### src/sv/lpbm_pkg.sv
`timescale 1ns / 1ps
// -----------------------------------------------------------------------------
// lpbm_pkg
// Shared types, constants and helpers of the LED panel bitplane mapper.
// -----------------------------------------------------------------------------
package lpbm_pkg;

  // Store geometry: one RAM word holds the entry of every plane at one
  // (scan row, column) place, plane p in bits [6p+5:6p].
  localparam int NumPlanes = 3;
  localparam int NumRows   = 8;
  localparam int NumCols   = 256;
  localparam int EntryW    = 6;
  localparam int SlotW     = 3;
  localparam int RowW      = $clog2(NumRows);
  localparam int ColW      = $clog2(NumCols);
  localparam int RamDepth  = NumRows * NumCols;
  localparam int RamAddrW  = $clog2(RamDepth);
  localparam int RamWidth  = NumPlanes * EntryW;

  // Colour word fields
  localparam logic [15:0] RedMask   = 16'hC000;
  localparam logic [15:0] GreenMask = 16'h0600;
  localparam logic [15:0] BlueMask  = 16'h0018;
  localparam int          RedLsb    = 14;
  localparam int          GreenLsb  = 9;
  localparam int          BlueLsb   = 3;
  localparam logic [SlotW-1:0] SlotMask = 3'h7;

  typedef enum logic {
    REQ_WRITE = 1'b0,
    REQ_READ  = 1'b1
  } req_type_e;

  typedef enum logic [1:0] {
    ST_CLEAR = 2'd0,
    ST_IDLE  = 2'd1,
    ST_EXEC  = 2'd2
  } state_e;

  // Mapped request: store address, slot and the per-plane RGB bits
  typedef struct packed {
    logic [RamAddrW-1:0]               addr;
    logic                              upper;
    logic [NumPlanes-1:0][SlotW-1:0]   bits;
  } lpbm_map_t;

  // RAM write port
  typedef struct packed {
    logic                 we;
    logic [RamAddrW-1:0]  addr;
    logic [RamWidth-1:0]  data;
  } lpbm_wr_t;

  // 2-bit level to 3-bit thermometer code
  function automatic logic [SlotW-1:0] thermo(input logic [1:0] level);
    logic [SlotW-1:0] code;
    unique case (level)
      2'd0:    code = 3'b000;
      2'd1:    code = 3'b001;
      2'd2:    code = 3'b011;
      default: code = 3'b111;
    endcase
    return code & SlotMask;
  endfunction

endpackage

### src/sv/lpbm_map.sv
`timescale 1ns / 1ps
// -----------------------------------------------------------------------------
// lpbm_map
// Maps a pixel to scan row, shifted column and slot, and splits its colour
// into per-plane RGB bits. Reads take their address from the request fields.
// -----------------------------------------------------------------------------
module lpbm_map import lpbm_pkg::*; (
  input  logic        req_type_i,
  input  logic [5:0]  x_pos_i,
  input  logic [5:0]  y_pos_i,
  input  logic [15:0] color_i,
  input  logic [2:0]  scan_row_i,
  input  logic [7:0]  column_sel_i,
  output lpbm_map_t   map_o
);

  logic [2:0]       pan;
  logic [1:0]       pan_sel;
  logic [5:0]       col_low;
  logic [ColW-1:0]  col;
  logic [RowW-1:0]  row;
  logic             upper;
  logic [SlotW-1:0] red;
  logic [SlotW-1:0] gre;
  logic [SlotW-1:0] blu;

  // Panel index and column within the scan row
  always_comb begin
    pan     = 3'({2'b00, x_pos_i[5]}) + 3'({1'b0, y_pos_i[5:4]});
    upper   = y_pos_i[4];
    row     = y_pos_i[2:0];
    // rows 8..15 of a panel half sit in the first 32 columns
    col_low = {~y_pos_i[3], x_pos_i[4:0]};
    pan_sel = upper ? 2'(pan + 3'd3) : pan[1:0];
    col     = {pan_sel, col_low};
  end

  // Thermometer codes of the colour levels
  always_comb begin
    red = thermo(2'((color_i & RedMask)   >> RedLsb));
    gre = thermo(2'((color_i & GreenMask) >> GreenLsb));
    blu = thermo(2'((color_i & BlueMask)  >> BlueLsb));
  end

  // Address select and plane bits
  always_comb begin
    map_o.upper = upper;
    for (int p = 0; p < NumPlanes; p++) begin
      map_o.bits[p] = {blu[p], gre[p], red[p]};
    end
    if (req_type_i == REQ_READ) begin
      map_o.addr = {scan_row_i, column_sel_i};
    end else begin
      map_o.addr = {row, col};
    end
  end

endmodule

### config.mk
export PLATFORM = sky130hd
export DESIGN_NAME = lpbm_map
export DESIGN_NICKNAME = d
export VERILOG_FILES = /design/src/sv/lpbm_pkg.sv /design/src/sv/lpbm_map.sv
export SDC_FILE = /design/constraint.sdc
export NUM_CORES = 1
export LEC_CHECK = 0
export BUFFER_PORTS_ARGS = -buffer_cell sky130_fd_sc_hd__buf_4
export CAP_MARGIN = 20
export CELL_PAD_IN_SITES_DETAIL_PLACEMENT = 0
export CELL_PAD_IN_SITES_GLOBAL_PLACEMENT = 2
export CORE_ASPECT_RATIO = 0.8
export CORE_UTILIZATION = 10
export DETAILED_ROUTE_END_ITERATION = 10
export PLACE_DENSITY = 0.95
export RECOVER_POWER = 25
export SLEW_MARGIN = 40
export SYNTH_ARGS = -nofsm -noshare
export SYNTH_HDL_FRONTEND = slang
export SYNTH_SLANG_ARGS = --single-unit
### constraint.sdc
create_clock -name vclk -period 0.8
set_clock_uncertainty 0.15 [all_clocks]
set_input_delay 0.08 -clock vclk [all_inputs]
set_output_delay 0.08 -clock vclk [all_outputs]
set_load 0.01 [all_outputs]
==> impl_metrics.csv, run 1 <==
group,metric,value,unit
cells_and_area,fin_nets,112,
floorplanning,die_w,54.3,um
synth,syn-instance-count,23,
critical_path,worstPathArrival,0.62,ns
global_routing,grt_max_degree,7,
synth,synthesis.area,219,sq um
critical_path,cp_slowest_cell,"mux2_4",
worst_hold_path,worstHoldStart,"y_pos_i[4]",
drt,postRouteAntennaNets,0,
critical_path,cp_top_family,"multiplexers",
global_routing,grt_use_met2,17.8,%
global_routing,grt_pass1_vias,342,
cells_and_area,fill_cells,215,
floorplanning,dieArea,0.00238,sq mm
synth,synth_cell_type_count,9,
critical_path,crit_chain,"buf_12 -> mux2_4 -> buf_6",
placed_design,port_buffers,49,
critical_path,max_stage_delay,0.30,ns
synth,synth.top_cell.area_share,54.9,%
floorplanning,core-area,0.00196,sq mm
global_routing,grt_overflow,0,
synth,synth_area_leaders,"mux2_4 55%, mux2_2 10%, and2_1 8.6%",
cells_and_area,clock_buffers,0,
outcome,status,"finished, violations left",
timing,max_freq,1170,MHz
timing,fin_hold_ws,0.0100,ns
drt,vias,338,
critical_path,worst-path-buf-inv,2,
cells_and_area,multi_input_area,209,sq um
cells_and_area,final_cell_mix,"34 x buf_4, 15 x buf_6, 10 x mux2_4, 3 x or2_4, 2 x and2_4",
global_routing,antenna_found_initial,0,
placed_design,place_ws,-0.205,ns
worst_hold_path,whs_endpoint,"map_o[9]",
synth,synth_seq_area_share,0,%
critical_path,worst-endpoint-required,0.57,ns
power_and_ir_drop,finalPower,428,uW
critical_path,endpoint_kind,"output port",
timing,hold_violations,0,
cells_and_area,seq_cells,0,
global_routing,track_usage,8.11,%
timing,worst_slew_pin_slew,0.138,ns
timing,slew_violations,0,
critical_path,start_kind,"primary input",
outcome,violations,"setup timing",
worst_hold_path,holdPathStages,0,
synth,synth_top_area_cell,"mux2_4",
placed_design,globalplace.congestion,0.659,
placed_design,place_hpwl,833,um
drt,routedWlPerCell,10.9,um
synth,avgSynthCellArea,9.52,sq um
drt,wl,1.02,mm
cells_and_area,syn_to_final_growth,226,%
timing,timing.slew.headroom,90.7,%
job,maxCapViolations,0,
power_and_ir_drop,power_density,599,mW/mm^2
clock_tree,ctsHoldBuffers,0,
synth,syn_nets,63,
global_routing,grt_pass1_wl,1.46,mm
cells_and_area,final_common_cell,"buf_4",
timing,worst_slack,-0.0518,ns
cells_and_area,regArea,0,sq um
timing,fin_crit,0.852,ns
global_routing,use_met3,0.702,%
timing,period_share,106,%
floorplanning,fp-row-count,14,
critical_path,path_max_fanout,6,
critical_path,crit_type,"in2out",
drt,drt_iter0_drc,0,
timing,grt_setup_unrepaired,"true",
cells_and_area,final_core_util,36.4,%
floorplanning,die_y,43.9,um
global_routing,use_met1,8.23,%
cells_and_area,drive_above_1_share,94.3,%
power_and_ir_drop,p_leak,0.000385,uW
drt,drc,0,
timing,setup_viol,10,
cells_and_area,antenna_cells,0,
worst_hold_path,min-delay-path-class,"in2out",
drt,firstDrtPassIters,1,
floorplanning,start_util,11.2,%
power_and_ir_drop,ir_drop,0.268,mV
global_routing,grt.busiest_layer,"met2",
floorplanning,pin_count,61,
drt,viasPerCell,3.60,
synth,yosys_warnings,0,
layer usage:
metal  vias to the layer above  wire length (um)
met5                         -                 0
met1                       157               341
met3                         0                40
met4                         0                 0
li1                        170                 -
met2                        11               640
how the worst max path moves through the flow:
stage                    start        end  slack (ns)  cells after the start
floorplan           req_type_i  map_o[11]        0.04                      2
global placement    req_type_i  map_o[20]       -0.20                      3
detailed placement  req_type_i  map_o[10]       -0.20                      3
CTS                 req_type_i  map_o[19]       -0.05                      3
global route        req_type_i  map_o[19]       -0.06                      3
finish              req_type_i  map_o[19]       -0.05                      3
final cells by class:
class | instances | share of cell area (%)
timing repair buffer | 52 | 66.5
multi-input combinational | 18 | 29.2
tap | 24 | 4.20
through the flow:
| step | TNS (ns) | cells | cell area [sq um] |
|---|---|---|---|
| floorplan | 0 | 23 | 219 |
| global placement | -1.84 | 93 | 602 |
| detailed placement | -1.97 | 93 | 602 |
| CTS | -0.436 | 94 | 713 |
| global route | -0.527 | 94 | 714 |
| finish | -0.440 | 94 | 714 |
repair_timing:
action / CTS / global route
setup endpoints to repair: 16 / 12
gates cloned: 1 / 0
resized for setup: 24 / 2
buffers inserted: 0 / 0
synthesized netlist by cell type, drive strengths merged:
| master | instances |
|---|---|
| and2 | 3 |
| buf | 2 |
| clkbuf | 3 |
| mux2 | 10 |
| nand2 | 1 |
| o21ai | 1 |
| or2 | 3 |
power by group:
part           internal, uW  switching [uW]
clock                     0               0
sequential                0               0
combinational           301             127
logic make-up (layout without fill, tap and decap cells):
group,Yosys count,after routing,synth area share [%]
muxes,10,10,65.1
and+or+nand+nor,7,7,18.9
buffers and inverters,5,52,13.7
AOI/OAI and AO/OA,1,1,2.28
No activity file was read; power rests on OpenSTA's default activity.
==> inputs of run 2 (changes only) <==
==> constraint.sdc (replaced) <==
create_clock -name vclk -period 0.8
set_clock_uncertainty 0.15 [all_clocks]
set_input_delay 0.04 -clock vclk [all_inputs]
set_output_delay 0.04 -clock vclk [all_outputs]
set_load 0.01 [all_outputs]
==> impl_metrics.csv, run 2 (same netlist as run 1, synthesis figures left out) <==
group,metric,value,unit
outcome,status,"complete, no violations",
worst_hold_path,min-delay-path-class,"in2out",
power_and_ir_drop,finalPower,379,uW
cells_and_area,stdcell_count,93,
placed_design,dpl_cell_area,587,sq um
placed_design,place_ws,-0.129,ns
timing,grt_setup_unrepaired,"true",
cells_and_area,fin_nets,111,
cells_and_area,clock_buffers,0,
timing,period_share,99.4,%
floorplanning,start_util,11.2,%
critical_path,path_max_fanout,6,
cells_and_area,final_area,646,sq um
floorplanning,dieArea,0.00238,sq mm
cells_and_area,regArea,0,sq um
power_and_ir_drop,ir_drop,0.236,mV
timing,setup_viol,0,
critical_path,start_kind,"primary input",
power_and_ir_drop,p_leak,0.000351,uW
global_routing,track_usage,6.84,%
worst_hold_path,holdPathStages,2,
clock_tree,post_cts_buffers,0,
critical_path,crit_type,"in2out",
global_routing,grt_pass1_wl,1.25,mm
drt,vias,317,
timing,slew_violations,0,
drt,wl,979,um
floorplanning,die_y,43.9,um
global_routing,grt_max_degree,13,
floorplanning,core-area,0.00196,sq mm
placed_design,placed_cells,91,
drt,firstDrtPassIters,4,
drt,routedWlPerCell,10.5,um
global_routing,grt_pass1_vias,306,
critical_path,endpoint_kind,"output port",
floorplanning,pin_count,61,
drt,viasPerCell,3.41,
cells_and_area,fill_cells,214,
drt,drc,0,
timing,tns,0,ns
cells_and_area,final_cell_mix,"41 x buf_4, 10 x mux2_4, 4 x buf_6",
floorplanning,fp-row-count,14,
power_and_ir_drop,power_density,586,mW/mm^2
critical_path,worst-endpoint-required,0.61,ns
timing,worst_slack,0.00493,ns
drt,postRouteAntennaNets,0,
cells_and_area,final_common_cell,"buf_4",
timing,max_freq,1260,MHz
timing,hold_violations,0,
placed_design,place_hpwl,808,um
placed_design,port_buffers,49,
timing,fin_crit,0.795,ns
cells_and_area,antenna_cells,0,
cells_and_area,syn_to_final_growth,195,%
timing,worst_slew_pin_slew,0.128,ns
job,maxCapViolations,0,
placed_design,globalplace.congestion,0.660,
floorplanning,die_w,54.3,um
global_routing,grt_overflow,0,
timing,timing.slew.headroom,91.4,%
global_routing,antenna_found_initial,0,
cells_and_area,drive_above_1_share,87.0,%
cells_and_area,seq_cells,0,
critical_path,worstPathArrival,0.61,ns
drt,drt_iter0_drc,2,
## run 2: cell types whose count changed in the layout (fill, tap and decap cells not counted), sizes merged
cell,previous run,this run
buf,51,46
clkbuf,1,4
clkdlybuf4s25,0,1
## run 2: cell type report
cell class | instances | area (sq um) | share of cell area [%]
Timing Repair Buffer | 51 | 419 | 64.9
Multi-Input combinational cell | 18 | 196 | 30.4
Tap cell | 24 | 30.0 | 4.65
## run 2: timing repair
item | 4_1_cts | 5_1_grt
gates cloned | 0 | 1
gates resized for setup | 5 | 5
endpoints found under the hold margin | 1 | 0
hold buffers | 1 | 0
setup endpoints to repair | 10 | 10
## run 2: metrics by stage
step                      utilization [%]  hold slack [ns]
after global placement               29.9          -0.0699
after CTS                            31.4            0.123
after floorplan                         -           0.0218
after detailed placement             29.9          -0.0699
final                                32.9            0.154
after global routing                 32.9            0.165
## run 2: path summary, 6_finish.rpt
kind	startpoint	to	slack, ns
hold / removal	color_i[10]	map_o[4]	0.15
setup / recovery	req_type_i	map_o[11]	0.005
## run 2: routing by layer
layer	vias to the layer above	wire length, um	GRT usage [%]
met5	-	0	0
met4	0	0	0
met3	0	22	0
met2	10	650	15.9
met1	140	306	6.58
li1	167	-	-
## run 2: report_power, final
group	total (uW)	internal [uW]	switching [uW]
Combinational	379	260	118
Sequential	0	0	0
Clock	0	0	0
Total	379	260	118
## run 2: worst max-delay path: stages
cell and delay (ns):
clkbuf_16 0.14, mux2_4 0.31, buf_6 0.12
