`config.mk`:
```
export PLATFORM = sky130hd
export DESIGN_NAME = lpbm_ctrl
export DESIGN_NICKNAME = d
export VERILOG_FILES = /design/src/sv/lpbm_pkg.sv /design/src/sv/lpbm_ctrl.sv
export SDC_FILE = /design/constraint.sdc
export NUM_CORES = 1
export LEC_CHECK = 0
export BUFFER_PORTS_ARGS = -buffer_cell sky130_fd_sc_hd__clkbuf_2
export CORE_MARGIN = 3
export CORE_UTILIZATION = 42
export DETAILED_ROUTE_END_ITERATION = 12
export GPL_TIMING_DRIVEN = 0
export PLACE_DENSITY = 0.73
export SYNTH_ARGS = -nofsm -noshare
export SYNTH_HDL_FRONTEND = slang
export SYNTH_SLANG_ARGS = --single-unit
```
`constraint.sdc`:
```
create_clock -name clk_i -period 2.1 [get_ports clk_i]
set_clock_uncertainty 0.15 [all_clocks]
set_input_delay 0.105 -clock clk_i [delete_from_list [all_inputs] [get_ports clk_i]]
set_output_delay 0.105 -clock clk_i [all_outputs]
set_load 0.005 [all_outputs]
```
`src/sv/lpbm_pkg.sv`:
```
`timescale 1ns / 1ps
// -----------------------------------------------------------------------------
// lpbm_pkg
// Shared types, constants and helpers of the LED panel bitplane mapper.
// -----------------------------------------------------------------------------
package lpbm_pkg;

  // Store geometry: one RAM word holds the entry of every plane at one
  // (scan row, column) place, plane p in bits [6p+5:6p].
  localparam int NumPlanes = 3;
  localparam int NumRows   = 8;
  localparam int NumCols   = 256;
  localparam int EntryW    = 6;
  localparam int SlotW     = 3;
  localparam int RowW      = $clog2(NumRows);
  localparam int ColW      = $clog2(NumCols);
  localparam int RamDepth  = NumRows * NumCols;
  localparam int RamAddrW  = $clog2(RamDepth);
  localparam int RamWidth  = NumPlanes * EntryW;

  // Colour word fields
  localparam logic [15:0] RedMask   = 16'hC000;
  localparam logic [15:0] GreenMask = 16'h0600;
  localparam logic [15:0] BlueMask  = 16'h0018;
  localparam int          RedLsb    = 14;
  localparam int          GreenLsb  = 9;
  localparam int          BlueLsb   = 3;
  localparam logic [SlotW-1:0] SlotMask = 3'h7;

  typedef enum logic {
    REQ_WRITE = 1'b0,
    REQ_READ  = 1'b1
  } req_type_e;

  typedef enum logic [1:0] {
    ST_CLEAR = 2'd0,
    ST_IDLE  = 2'd1,
    ST_EXEC  = 2'd2
  } state_e;

  // Mapped request: store address, slot and the per-plane RGB bits
  typedef struct packed {
    logic [RamAddrW-1:0]               addr;
    logic                              upper;
    logic [NumPlanes-1:0][SlotW-1:0]   bits;
  } lpbm_map_t;

  // RAM write port
  typedef struct packed {
    logic                 we;
    logic [RamAddrW-1:0]  addr;
    logic [RamWidth-1:0]  data;
  } lpbm_wr_t;

  // 2-bit level to 3-bit thermometer code
  function automatic logic [SlotW-1:0] thermo(input logic [1:0] level);
    logic [SlotW-1:0] code;
    unique case (level)
      2'd0:    code = 3'b000;
      2'd1:    code = 3'b001;
      2'd2:    code = 3'b011;
      default: code = 3'b111;
    endcase
    return code & SlotMask;
  endfunction

endpackage

```
`src/sv/lpbm_ctrl.sv`:
```
`timescale 1ns / 1ps
// -----------------------------------------------------------------------------
// lpbm_ctrl
// Sequencer of the store: clearing pass after reset, then one item at a time
// as a read of the addressed word followed by write-back or result.
// -----------------------------------------------------------------------------
module lpbm_ctrl import lpbm_pkg::*; (
  input  logic                clk_i,
  input  logic                rst_ni,
  input  logic                start_i,
  input  logic                req_type_i,
  input  logic [1:0]          plane_sel_i,
  input  lpbm_map_t           map_i,
  input  logic [RamWidth-1:0] rdata_i,
  output logic [RamAddrW-1:0] raddr_o,
  output lpbm_wr_t            wr_o,
  output logic                busy_o,
  output logic                done_o,
  output logic [EntryW-1:0]   plane_byte_o
);

  state_e              state_q, state_d;
  logic [RamAddrW-1:0] clr_cnt_q, clr_cnt_d;
  logic                accept;

  // accepted item
  logic                req_read_q;
  logic [1:0]          plane_q;
  lpbm_map_t           map_q;

  logic [RamWidth-1:0] new_word;
  logic [EntryW-1:0]   old_entry;

  assign accept  = start_i && (state_q == ST_IDLE);
  // the read is issued at the accept edge; data is there in ST_EXEC
  assign raddr_o = map_i.addr;

  always_ff @(posedge clk_i or negedge rst_ni) begin
    if (!rst_ni) begin
      state_q   <= ST_CLEAR;
      clr_cnt_q <= '0;
    end else begin
      state_q   <= state_d;
      clr_cnt_q <= clr_cnt_d;
    end
  end

  always_ff @(posedge clk_i) begin
    if (accept) begin
      req_read_q <= (req_type_i == REQ_READ);
      plane_q    <= plane_sel_i;
      map_q      <= map_i;
    end
  end

  // Merge the new slot bits into every plane entry
  always_comb begin
    for (int p = 0; p < NumPlanes; p++) begin
      old_entry = rdata_i[p*EntryW +: EntryW];
      if (map_q.upper) begin
        new_word[p*EntryW +: EntryW] = {map_q.bits[p], old_entry[SlotW-1:0]};
      end else begin
        new_word[p*EntryW +: EntryW] = {old_entry[EntryW-1:SlotW], map_q.bits[p]};
      end
    end
  end

  // Next state and outputs
  always_comb begin
    state_d      = state_q;
    clr_cnt_d    = clr_cnt_q;
    wr_o.we      = 1'b0;
    wr_o.addr    = map_q.addr;
    wr_o.data    = new_word;
    busy_o       = 1'b1;
    done_o       = 1'b0;
    plane_byte_o = '0;
    unique case (state_q)
      ST_CLEAR: begin
        wr_o.we   = 1'b1;
        wr_o.addr = clr_cnt_q;
        wr_o.data = '0;
        clr_cnt_d = clr_cnt_q + 1'b1;
        if (clr_cnt_q == RamAddrW'(RamDepth - 1)) begin
          state_d = ST_IDLE;
        end
      end
      ST_IDLE: begin
        busy_o = 1'b0;
        if (start_i) begin
          state_d = ST_EXEC;
        end
      end
      ST_EXEC: begin
        state_d = ST_IDLE;
        if (req_read_q) begin
          done_o = 1'b1;
          // plane three names no plane and reads as zero
          if (32'(plane_q) < NumPlanes) begin
            plane_byte_o = rdata_i[EntryW*plane_q +: EntryW];
          end
        end else begin
          wr_o.we = 1'b1;
        end
      end
      default: begin
        state_d = ST_IDLE;
      end
    endcase
  end

endmodule

```
==> impl_metrics.toml, run 1 <==
[outcome]
status = "finished, final reports clean"

[die]
rows = 24
ios = 94
coreArea_mm2 = 0.004444
start_util_pct = 44.17
die_y_um = 74.37
die_area_mm2 = 0.005530
die_width_um = 74.37

[clock_tree]
htree_levels = 2
clkTransAtPathRegs_ns = 0.08
cts_buffers = 5
clock_sinks = 37
cts_tree = "done"
root_buffer = "clkbuf_8"
clk_path_buf_depth = 2
clk_latency_ns = 0.29
post_cts_buffers = 0

[sta]
fin_crit_sh_pct = 94.58
relSlewSlack_pct = 54.81
tns_ns = 0
holdWs_ns = 0.1395
slew_violations = 0
rsz0062_at_grt = "no"
setup_violations = 0
finalHoldViolCount = 0
tightest_slew_ns = 0.6762
setup_ws_ns = 0.1138
fin_crit_ns = 1.986
fmax_mhz = 503.5

[layout]
nets = 340
syn2layout_area_growth_pct = 45.19
instances_no_fill = 347
final_core_util_pct = 64.13
fin_area_mm2 = 0.002850
fill_cells = 364
antennaDiodeCount = 0
layout-drive-gt1-share_pct = 46.78

[placed_design]
port-buffer-count = 93
dp.cells = 313
dp_hpwl_um = 3486
gp_congestion = 0.7094
place_area_mm2 = 0.002496
preCtsSetupSlack_ns = -0.01418

[critical_path]
worst-path-max-fanout = 10
cp_data_required_time_ns = 1.85
startpoint = "state_q[1]"
r2r-start = "state_q[1]"
worstSetupPathType = "flop to output pin"
path_cells = "or2_1, buf_6, buf_2, mux2_2, clkbuf_2"
end_kind = "output pin"
slowest_stage = "dfrtp_1"
cp_top_family = "flip-flops"
critPathArrivalTime_ns = 1.73
worst-path-stages = 5
path_buf_inv = 3
r2r_cells = 2
slowest_delay_ns = 0.44
cp-start-kind = "flop"

[power_and_ir_drop]
finalPower_mw = 2.196
leakage_nw = 1.380
irDropWorstVdd_uv = 586.1
power_density_mw_per_mm2 = 770.5

[synthesis]
ys_ff_latch = 37
async_flop_share_pct = 35.14
synth_common_cells = "24 x edfxtp_1, 24 x mux2i_1, 22 x nor2_1"
synthTopCellsByArea = "edfxtp_1 37%, dfrtp_1 17%, mux2i_1 12%, mux2_2 6.9%, buf_4 4.2%"
yosysTopAreaCell = "edfxtp_1"
yosys.cell_types.count = 27
syn_area_mm2 = 0.001963
syn_inst = 168
synth_edf_count = 24
syn_nets = 214
seq_area_frac_synth_pct = 53.28
ys.flop_type = "edfxtp_1"
ys_warn_count = 0
syn_avg_cell_area_um2 = 11.69
synth_top_area_share_pct = 36.71

[route]
drt_pass1_iterations = 4
wl_um = 4887
viasPerCell = 4.948
drc = 0
dr.first_iter.drc_count = 33
antenna_left = 0
vias = 1717
routedWlPerCell_um = 14.08

[flow_run]
drv_cap = 0

[global_route]
antenna_found_initial = 0
grt_use_total_pct = 18.13
grt-ovfl-total = 0
grt_pass1_vias = 1692
grt_pass1_wl_um = 7590
grt_max_degree = 25

[worst_hold_path]
hold_path.class = "input pin to async pin"
==> report_power, final <==
| group | switching, mW | internal [mW] | total (mW) |
|---|---|---|---|
| combinational | 0.316 | 0.386 | 0.702 |
| clock | 0.257 | 0.229 | 0.485 |
| sequential | 0.121 | 0.887 | 1.01 |
| total | 0.693 | 1.50 | 2.20 |
==> per-layer routing <==
layer | vias to the layer above | track usage, % | part of all wire (%)
li1 | 835 | - | -
met1 | 779 | 19.71 | 40
met2 | 92 | 32.29 | 48
met3 | 11 | 6.486 | 10
met4 | 0 | 6.719 | 2.0
met5 | - | 0 | 0
==> worst register-to-register path: cells and delay by family (launching register included) <==
kind | cells | cell delay [ns]
simple gates | 2 | 0.79
flops | 1 | 0.44
==> state kept, by name, summed over array words and instances, names as in the netlist <==
name	cells
clr_cnt_q	11
map_q	21
plane_q	2
req_read_q	1
state_q	2
==> placed cells by master, fill, tap and decap left out, types with 8 or more instances in the layout <==
cell	Yosys	final
nand2_1	10	10
dfrtp_1	13	13
edfxtp_1	24	24
dlygate4sd3_1	0	26
buf_4	11	11
clkbuf_2	0	93
mux2_2	12	12
mux2i_1	24	24
a21oi_1	8	8
nor2_1	22	20
==> cells by family after synthesis <==
group | Yosys count | synth area share [%]
AOI/OAI and AO/OA | 9 | 2.294
xor gates and xnor gates | 10 | 4.461
adders and majority gates | 1 | 0.6372
buffers and inverters | 20 | 6.628
DFF | 37 | 53.28
muxes | 36 | 19.12
and+or+nand+nor | 55 | 13.58
==> cell type report <==
| cell class | count | area (um2) | area share, % |
|---|---|---|---|
| buffer | 18 | 122.6 | 4.302 |
| inverter | 2 | 7.507 | 0.2634 |
| clock inverter | 3 | 17.52 | 0.6146 |
| tap | 52 | 65.06 | 2.283 |
| multi-input combinational | 111 | 797.0 | 27.96 |
| timing repair buffer | 119 | 725.7 | 25.46 |
| clock buffer | 5 | 68.82 | 2.414 |
| sequential | 37 | 1046 | 36.70 |
==> worst paths after layout <==
| kind | to | slack [ns] |
|---|---|---|
| worst max-delay path | wr_o[23] | 0.11 |
| worst min-delay path | state_q[1] | 0.14 |
| worst max register to register | map_q[18] | 0.34 |
| worst min register to register | clr_cnt_q[9] | 0.37 |
| max in group asynchronous | clr_cnt_q[9] | 1.42 |
| min in group clk_i | plane_byte_o[1] | 0.36 |
==> what timing repair did <==
item	CTS	global route
setup endpoints to repair	24	10
hold buffers	26	0
endpoints found under the hold margin	38	0
gates resized for setup	1	1
(Power assumes the default switching activity.)
==> run 2: changes to the inputs <==
--- a/config.mk
+++ b/config.mk
@@ -5,12 +5,14 @@
 export SDC_FILE = /design/constraint.sdc
 export NUM_CORES = 1
 export LEC_CHECK = 0
+export ABC_AREA = 1
 export BUFFER_PORTS_ARGS = -buffer_cell sky130_fd_sc_hd__clkbuf_2
 export CORE_MARGIN = 3
-export CORE_UTILIZATION = 42
+export CORE_UTILIZATION = 44
+export CTS_BUF_LIST = sky130_fd_sc_hd__clkbuf_2
 export DETAILED_ROUTE_END_ITERATION = 12
 export GPL_TIMING_DRIVEN = 0
-export PLACE_DENSITY = 0.73
+export PLACE_DENSITY = 0.74
 export SYNTH_ARGS = -nofsm -noshare
 export SYNTH_HDL_FRONTEND = slang
 export SYNTH_SLANG_ARGS = --single-unit
==> impl_metrics.toml, run 2 <==
[synthesis]
synth.most_common_cell = "nand2_1"
synth_top_area_share_pct = 33.47
async_flop_share_pct = 35.14
syn_area_mm2 = 0.002153
yosys.cell_types.count = 29
yosysTopAreaCell = "edfxtp_1"
synth_common_cells = "62 x nand2_1, 25 x inv_1, 24 x edfxtp_1"
ys.flop_type = "edfxtp_1"
ys_ff_latch = 37
syn_inst = 236
syn_avg_cell_area_um2 = 9.124
syn_nets = 282
ys_warn_count = 0
seq_area_frac_synth_pct = 48.58
synth_edf_count = 24
synthTopCellsByArea = "edfxtp_1 33%, dfrtp_1 15%, nand2_1 11%, a21oi_2 6.9%, buf_4 5.2%"

[route]
dr.first_iter.drc_count = 125
viasPerCell = 4.760
drt_pass1_iterations = 4
routedWlPerCell_um = 12.68
antenna_left = 0
drc = 0
vias = 2042
wl_um = 5441

[clock_tree]
cts_tree = "done"
clock_sinks = 37
root_buffer = "clkbuf_2"
clkTransAtPathRegs_ns = 0.18
htree_levels = 2
clk_path_buf_depth = 2
clk_latency_ns = 0.37
post_cts_buffers = 0
cts_buffers = 5

[placed_design]
port-buffer-count = 93
dp_hpwl_um = 3955
place_area_mm2 = 0.002703
dp.cells = 394
gp_congestion = 0.8358

[critical_path]
slowest_stage = "dfrtp_1"
cp_data_required_time_ns = 1.85
end_kind = "output pin"
path_cells = "inv_2, nand2_8, buf_4, o21ai_0, clkbuf_2"
critPathArrivalTime_ns = 1.56
r2r-start = "state_q[1]"
slowest_delay_ns = 0.45
startpoint = "state_q[0]"
path_buf_inv = 3
worst-path-max-fanout = 10
cp_top_family = "flip-flops"
worstSetupPathType = "flop to output pin"
cp-start-kind = "flop"

[sta]
rsz0062_at_grt = "no"
setup_violations = 0
fmax_mhz = 549.6
tns_ns = 0
relSlewSlack_pct = 55.31
fin_crit_sh_pct = 86.65
finalHoldViolCount = 0
fin_crit_ns = 1.820
slew_violations = 0
tightest_slew_ns = 0.6687

[global_route]
grt_max_degree = 25
grt_pass1_vias = 1964
grt_pass1_wl_um = 9032
grt_use_total_pct = 19.08
antenna_found_initial = 0
grt-ovfl-total = 0

[layout]
layout-drive-gt1-share_pct = 42.58
syn2layout_area_growth_pct = 40.15
fin_area_mm2 = 0.003018
most-common-layout-cells = "101 x clkbuf_2, 62 x nand2_1, 27 x dlygate4sd3_1"
nets = 409
instances_no_fill = 429
reg_top3 = "map_q (21), clr_cnt_q (11)"
antennaDiodeCount = 0
final_core_util_pct = 66.56
top_register = "map_q"
largest_register_ffs = 21
layout_commonest_cell = "clkbuf_2"

[die]
die_y_um = 75.96
rows = 24
die_width_um = 75.96
start_util_pct = 47.49
ios = 94
die_area_mm2 = 0.005769
coreArea_mm2 = 0.004534

[power_and_ir_drop]
leakage_nw = 1.431
finalPower_mw = 1.657
irDropWorstVdd_uv = 358.1
power_density_mw_per_mm2 = 549.1

[outcome]
status = "finished, final reports clean"

[worst_hold_path]
min-delay-start = "map_i[1]"
hold_path.class = "input pin to flop"

[flow_run]
drv_cap = 0
[run 2: cell count changes after synthesis, sizes merged, moves of 6 or more]
cell / delta
mux2i: -24
a21oi: +12
mux2: -12
or2: -6
o21ai: +24
nand2: +53
xnor2: -6
inv: +27
a22oi: +6
[run 2: final cells by class]
| class | count | area (um2) |
|---|---|---|
| Sequential cell | 37 | 1046 |
| Timing Repair Buffer | 120 | 735.7 |
| Inverter | 29 | 116.4 |
| Tap cell | 65 | 81.33 |
| Multi-Input combinational cell | 151 | 843.3 |
| Clock buffer | 8 | 40.04 |
| Fill cell | 371 | 1516 |
| Buffer | 19 | 155.1 |
[run 2: timing repair]
action                     CTS  global route
hold buffers                27             0
setup endpoints to repair   24             0
hold endpoints to repair    39             0
resized for setup            1             0
[run 2: kinds of logic after synthesis]
kind of cell / synth area share, %
flops: 48.58
fa+ha+maj: 0.5810
buf+inv: 12.61
simple gates: 18.30
xor+xnor: 2.440
compound gates: 17.49
[run 2: stage by stage]
stage	setup slack, ns	hold slack (ns)
2_1_floorplan	0.2837	-0.3406
3_3_place_gp	0.04362	-0.1304
3_5_place_dp	-0.007889	-0.1315
4_1_cts	0.2508	0.2517
5_1_grt	0.09334	0.2177
6_report	0.2803	0.2830
[run 2: power breakdown]
group / total [mW] / internal [mW] / leakage, nW / switching [mW]
Combinational: 0.434 / 0.215 / 1.01 / 0.219
Sequential: 0.904 / 0.838 / 0.384 / 0.0663
Clock: 0.318 / 0.0984 / 0.0332 / 0.220
Total: 1.66 / 1.15 / 1.43 / 0.505
[run 2: path summary, 6_finish.rpt]
kind / depth (start not counted) / end / slack, ns
max: 5 / wr_o[28] / 0.28
min reg2reg: 2 / clr_cnt_q[10] / 0.39
max in group asynchronous: 3 / clr_cnt_q[1] / 0.74
min in group asynchronous: 3 / clr_cnt_q[9] / 0.64
min: 2 / map_q[1] / 0.28
max reg2reg: 3 / map_q[20] / 0.33
[run 2: per-layer routing]
layer | up-vias | GRT usage (%) | part of all wire [%]
met5 | - | 0 | 0
li1 | 1017 | - | -
met1 | 947 | 23.69 | 41
met4 | 0 | 5.435 | 1.6
met2 | 69 | 33.87 | 51
met3 | 9 | 3.555 | 5.8
==> run 3: changes to the inputs <==
--- a/config.mk
+++ b/config.mk
@@ -7,12 +7,14 @@
 export LEC_CHECK = 0
 export ABC_AREA = 1
 export BUFFER_PORTS_ARGS = -buffer_cell sky130_fd_sc_hd__clkbuf_2
+export CORE_ASPECT_RATIO = 1.1
 export CORE_MARGIN = 3
-export CORE_UTILIZATION = 44
+export CORE_UTILIZATION = 30
 export CTS_BUF_LIST = sky130_fd_sc_hd__clkbuf_2
 export DETAILED_ROUTE_END_ITERATION = 12
 export GPL_TIMING_DRIVEN = 0
-export PLACE_DENSITY = 0.74
+export MAX_ROUTING_LAYER = met4
+export PLACE_DENSITY = 0.53
 export SYNTH_ARGS = -nofsm -noshare
 export SYNTH_HDL_FRONTEND = slang
 export SYNTH_SLANG_ARGS = --single-unit
==> impl_metrics.toml, run 3 (synthesis gave the netlist of run 2 again) <==
[clock_tree]
clk_path_buf_depth = 2
cts_tree = "done"
clk_latency_ns = 0.37
post_cts_buffers = 0
cts_buffers = 5
htree_levels = 2
root_buffer = "clkbuf_2"
clkTransAtPathRegs_ns = 0.19
clock_sinks = 37

[die]
rows = 31
start_util_pct = 31.72
ios = 94
die_width_um = 86.78
die_area_mm2 = 0.008232
coreArea_mm2 = 0.006788
die_y_um = 94.86

[layout]
most-common-layout-cells = "100 x clkbuf_2, 62 x nand2_1, 27 x dlygate4sd3_1"
largest_register_ffs = 21
fill_cells = 680
top_register = "map_q"
layout-drive-gt1-share_pct = 42.58
layout_commonest_cell = "clkbuf_2"
antennaDiodeCount = 0
reg_top3 = "map_q (21), clr_cnt_q (11)"
nets = 409
syn2layout_area_growth_pct = 41.08
instances_no_fill = 446

[power_and_ir_drop]
finalPower_mw = 1.658
irDropWorstVdd_uv = 312.4
power_density_mw_per_mm2 = 545.7
leakage_nw = 1.431

[outcome]
status = "finished, final reports clean"

[worst_hold_path]
hold_path.class = "input pin to flop"

[critical_path]
critPathArrivalTime_ns = 1.64
worstSetupPathType = "flop to output pin"
end_kind = "output pin"
cp-start-kind = "flop"
worst-path-max-fanout = 10
cp_data_required_time_ns = 1.85

[sta]
fin_crit_sh_pct = 90.42
setup_violations = 0
relSlewSlack_pct = 55.01
holdWs_ns = 0.2810
tightest_slew_ns = 0.6732
slew_violations = 0
rsz0062_at_grt = "no"
finalHoldViolCount = 0
fmax_mhz = 526.6
fin_crit_ns = 1.899

[route]
wl_um = 5518
drt_pass1_iterations = 4
routedWlPerCell_um = 12.37
antenna_left = 0
dr.first_iter.drc_count = 100
drc = 0
vias = 1929
viasPerCell = 4.325

[placed_design]
port-buffer-count = 93
dp.cells = 411
dp_hpwl_um = 4263
gp_congestion = 0.8590

[global_route]
grt_max_degree = 25
antenna_found_initial = 0
grt-ovfl-total = 0
grt_use_total_pct = 13.84
grt_pass1_vias = 1851
grt_pass1_wl_um = 8742

[flow_run]
drv_cap = 0
==> run 3: through the flow <==
step	TNS (ns)	util (%)	setup WS (ns)	instance area, um2
floorplan	0	-	0.2837	2156
global placement	-0.1606	40.13	-0.008764	2724
detailed placement	-0.8681	40.13	-0.03788	2724
CTS	0	44.76	0.1811	3038
global route	0	44.76	0.03118	3038
finish	0	44.76	0.2012	3038
==> run 3: repair_timing <==
item	in CTS	in global routing
resized for setup	1	0
hold buffers	27	0
endpoints found under the setup margin	24	0
endpoints found under the hold margin	39	0
==> run 3: layout make-up <==
type	count	area [um2]	share of cell area, %
flip-flops and latches	37	1046	34.43
multi-input cells	151	843.3	27.76
repair buffers	120	735.7	24.22
plain buffers	19	155.1	5.107
inverters	29	116.4	3.830
well taps	82	102.6	3.377
clock buffers	7	35.03	1.153
clock inverters	1	3.754	0.1236
==> run 3: power by group <==
group          internal [mW]  leakage [nW]  switching [mW]
registers              0.838         0.384          0.0640
clock network         0.0905        0.0333           0.233
logic                  0.216          1.01           0.216
total                   1.14          1.43           0.513
==> run 3: final timing paths <==
kind	to	start	slack [ns]	cells after the start
worst max-delay path	plane_byte_o[2]	plane_q[0]	0.20	5
worst min-delay path	map_q[3]	map_i[3]	0.28	2
worst max register to register	map_q[19]	state_q[1]	0.33	3
worst min register to register	clr_cnt_q[3]	clr_cnt_q[3]	0.39	1
max in group asynchronous	clr_cnt_q[1]	rst_ni	0.79	3
min in group asynchronous	clr_cnt_q[2]	rst_ni	0.61	3
==> run 3: worst max-delay path, stage by stage (launching register included) <==
cell and delay, ns:
edfxtp_1 0.50, buf_4 0.20, o21ai_0 0.25, a22oi_1 0.10, nor2_1 0.10, clkbuf_2 0.12
==> run 3: routing by layer <==
metal | up-vias | GRT usage (%) | wire length [um]
met5 | - | - | 0
met4 | 0 | 4.286 | 71
met3 | 5 | 2.443 | 237
met2 | 50 | 21.71 | 2687
met1 | 855 | 18.15 | 2522
li1 | 1019 | - | -
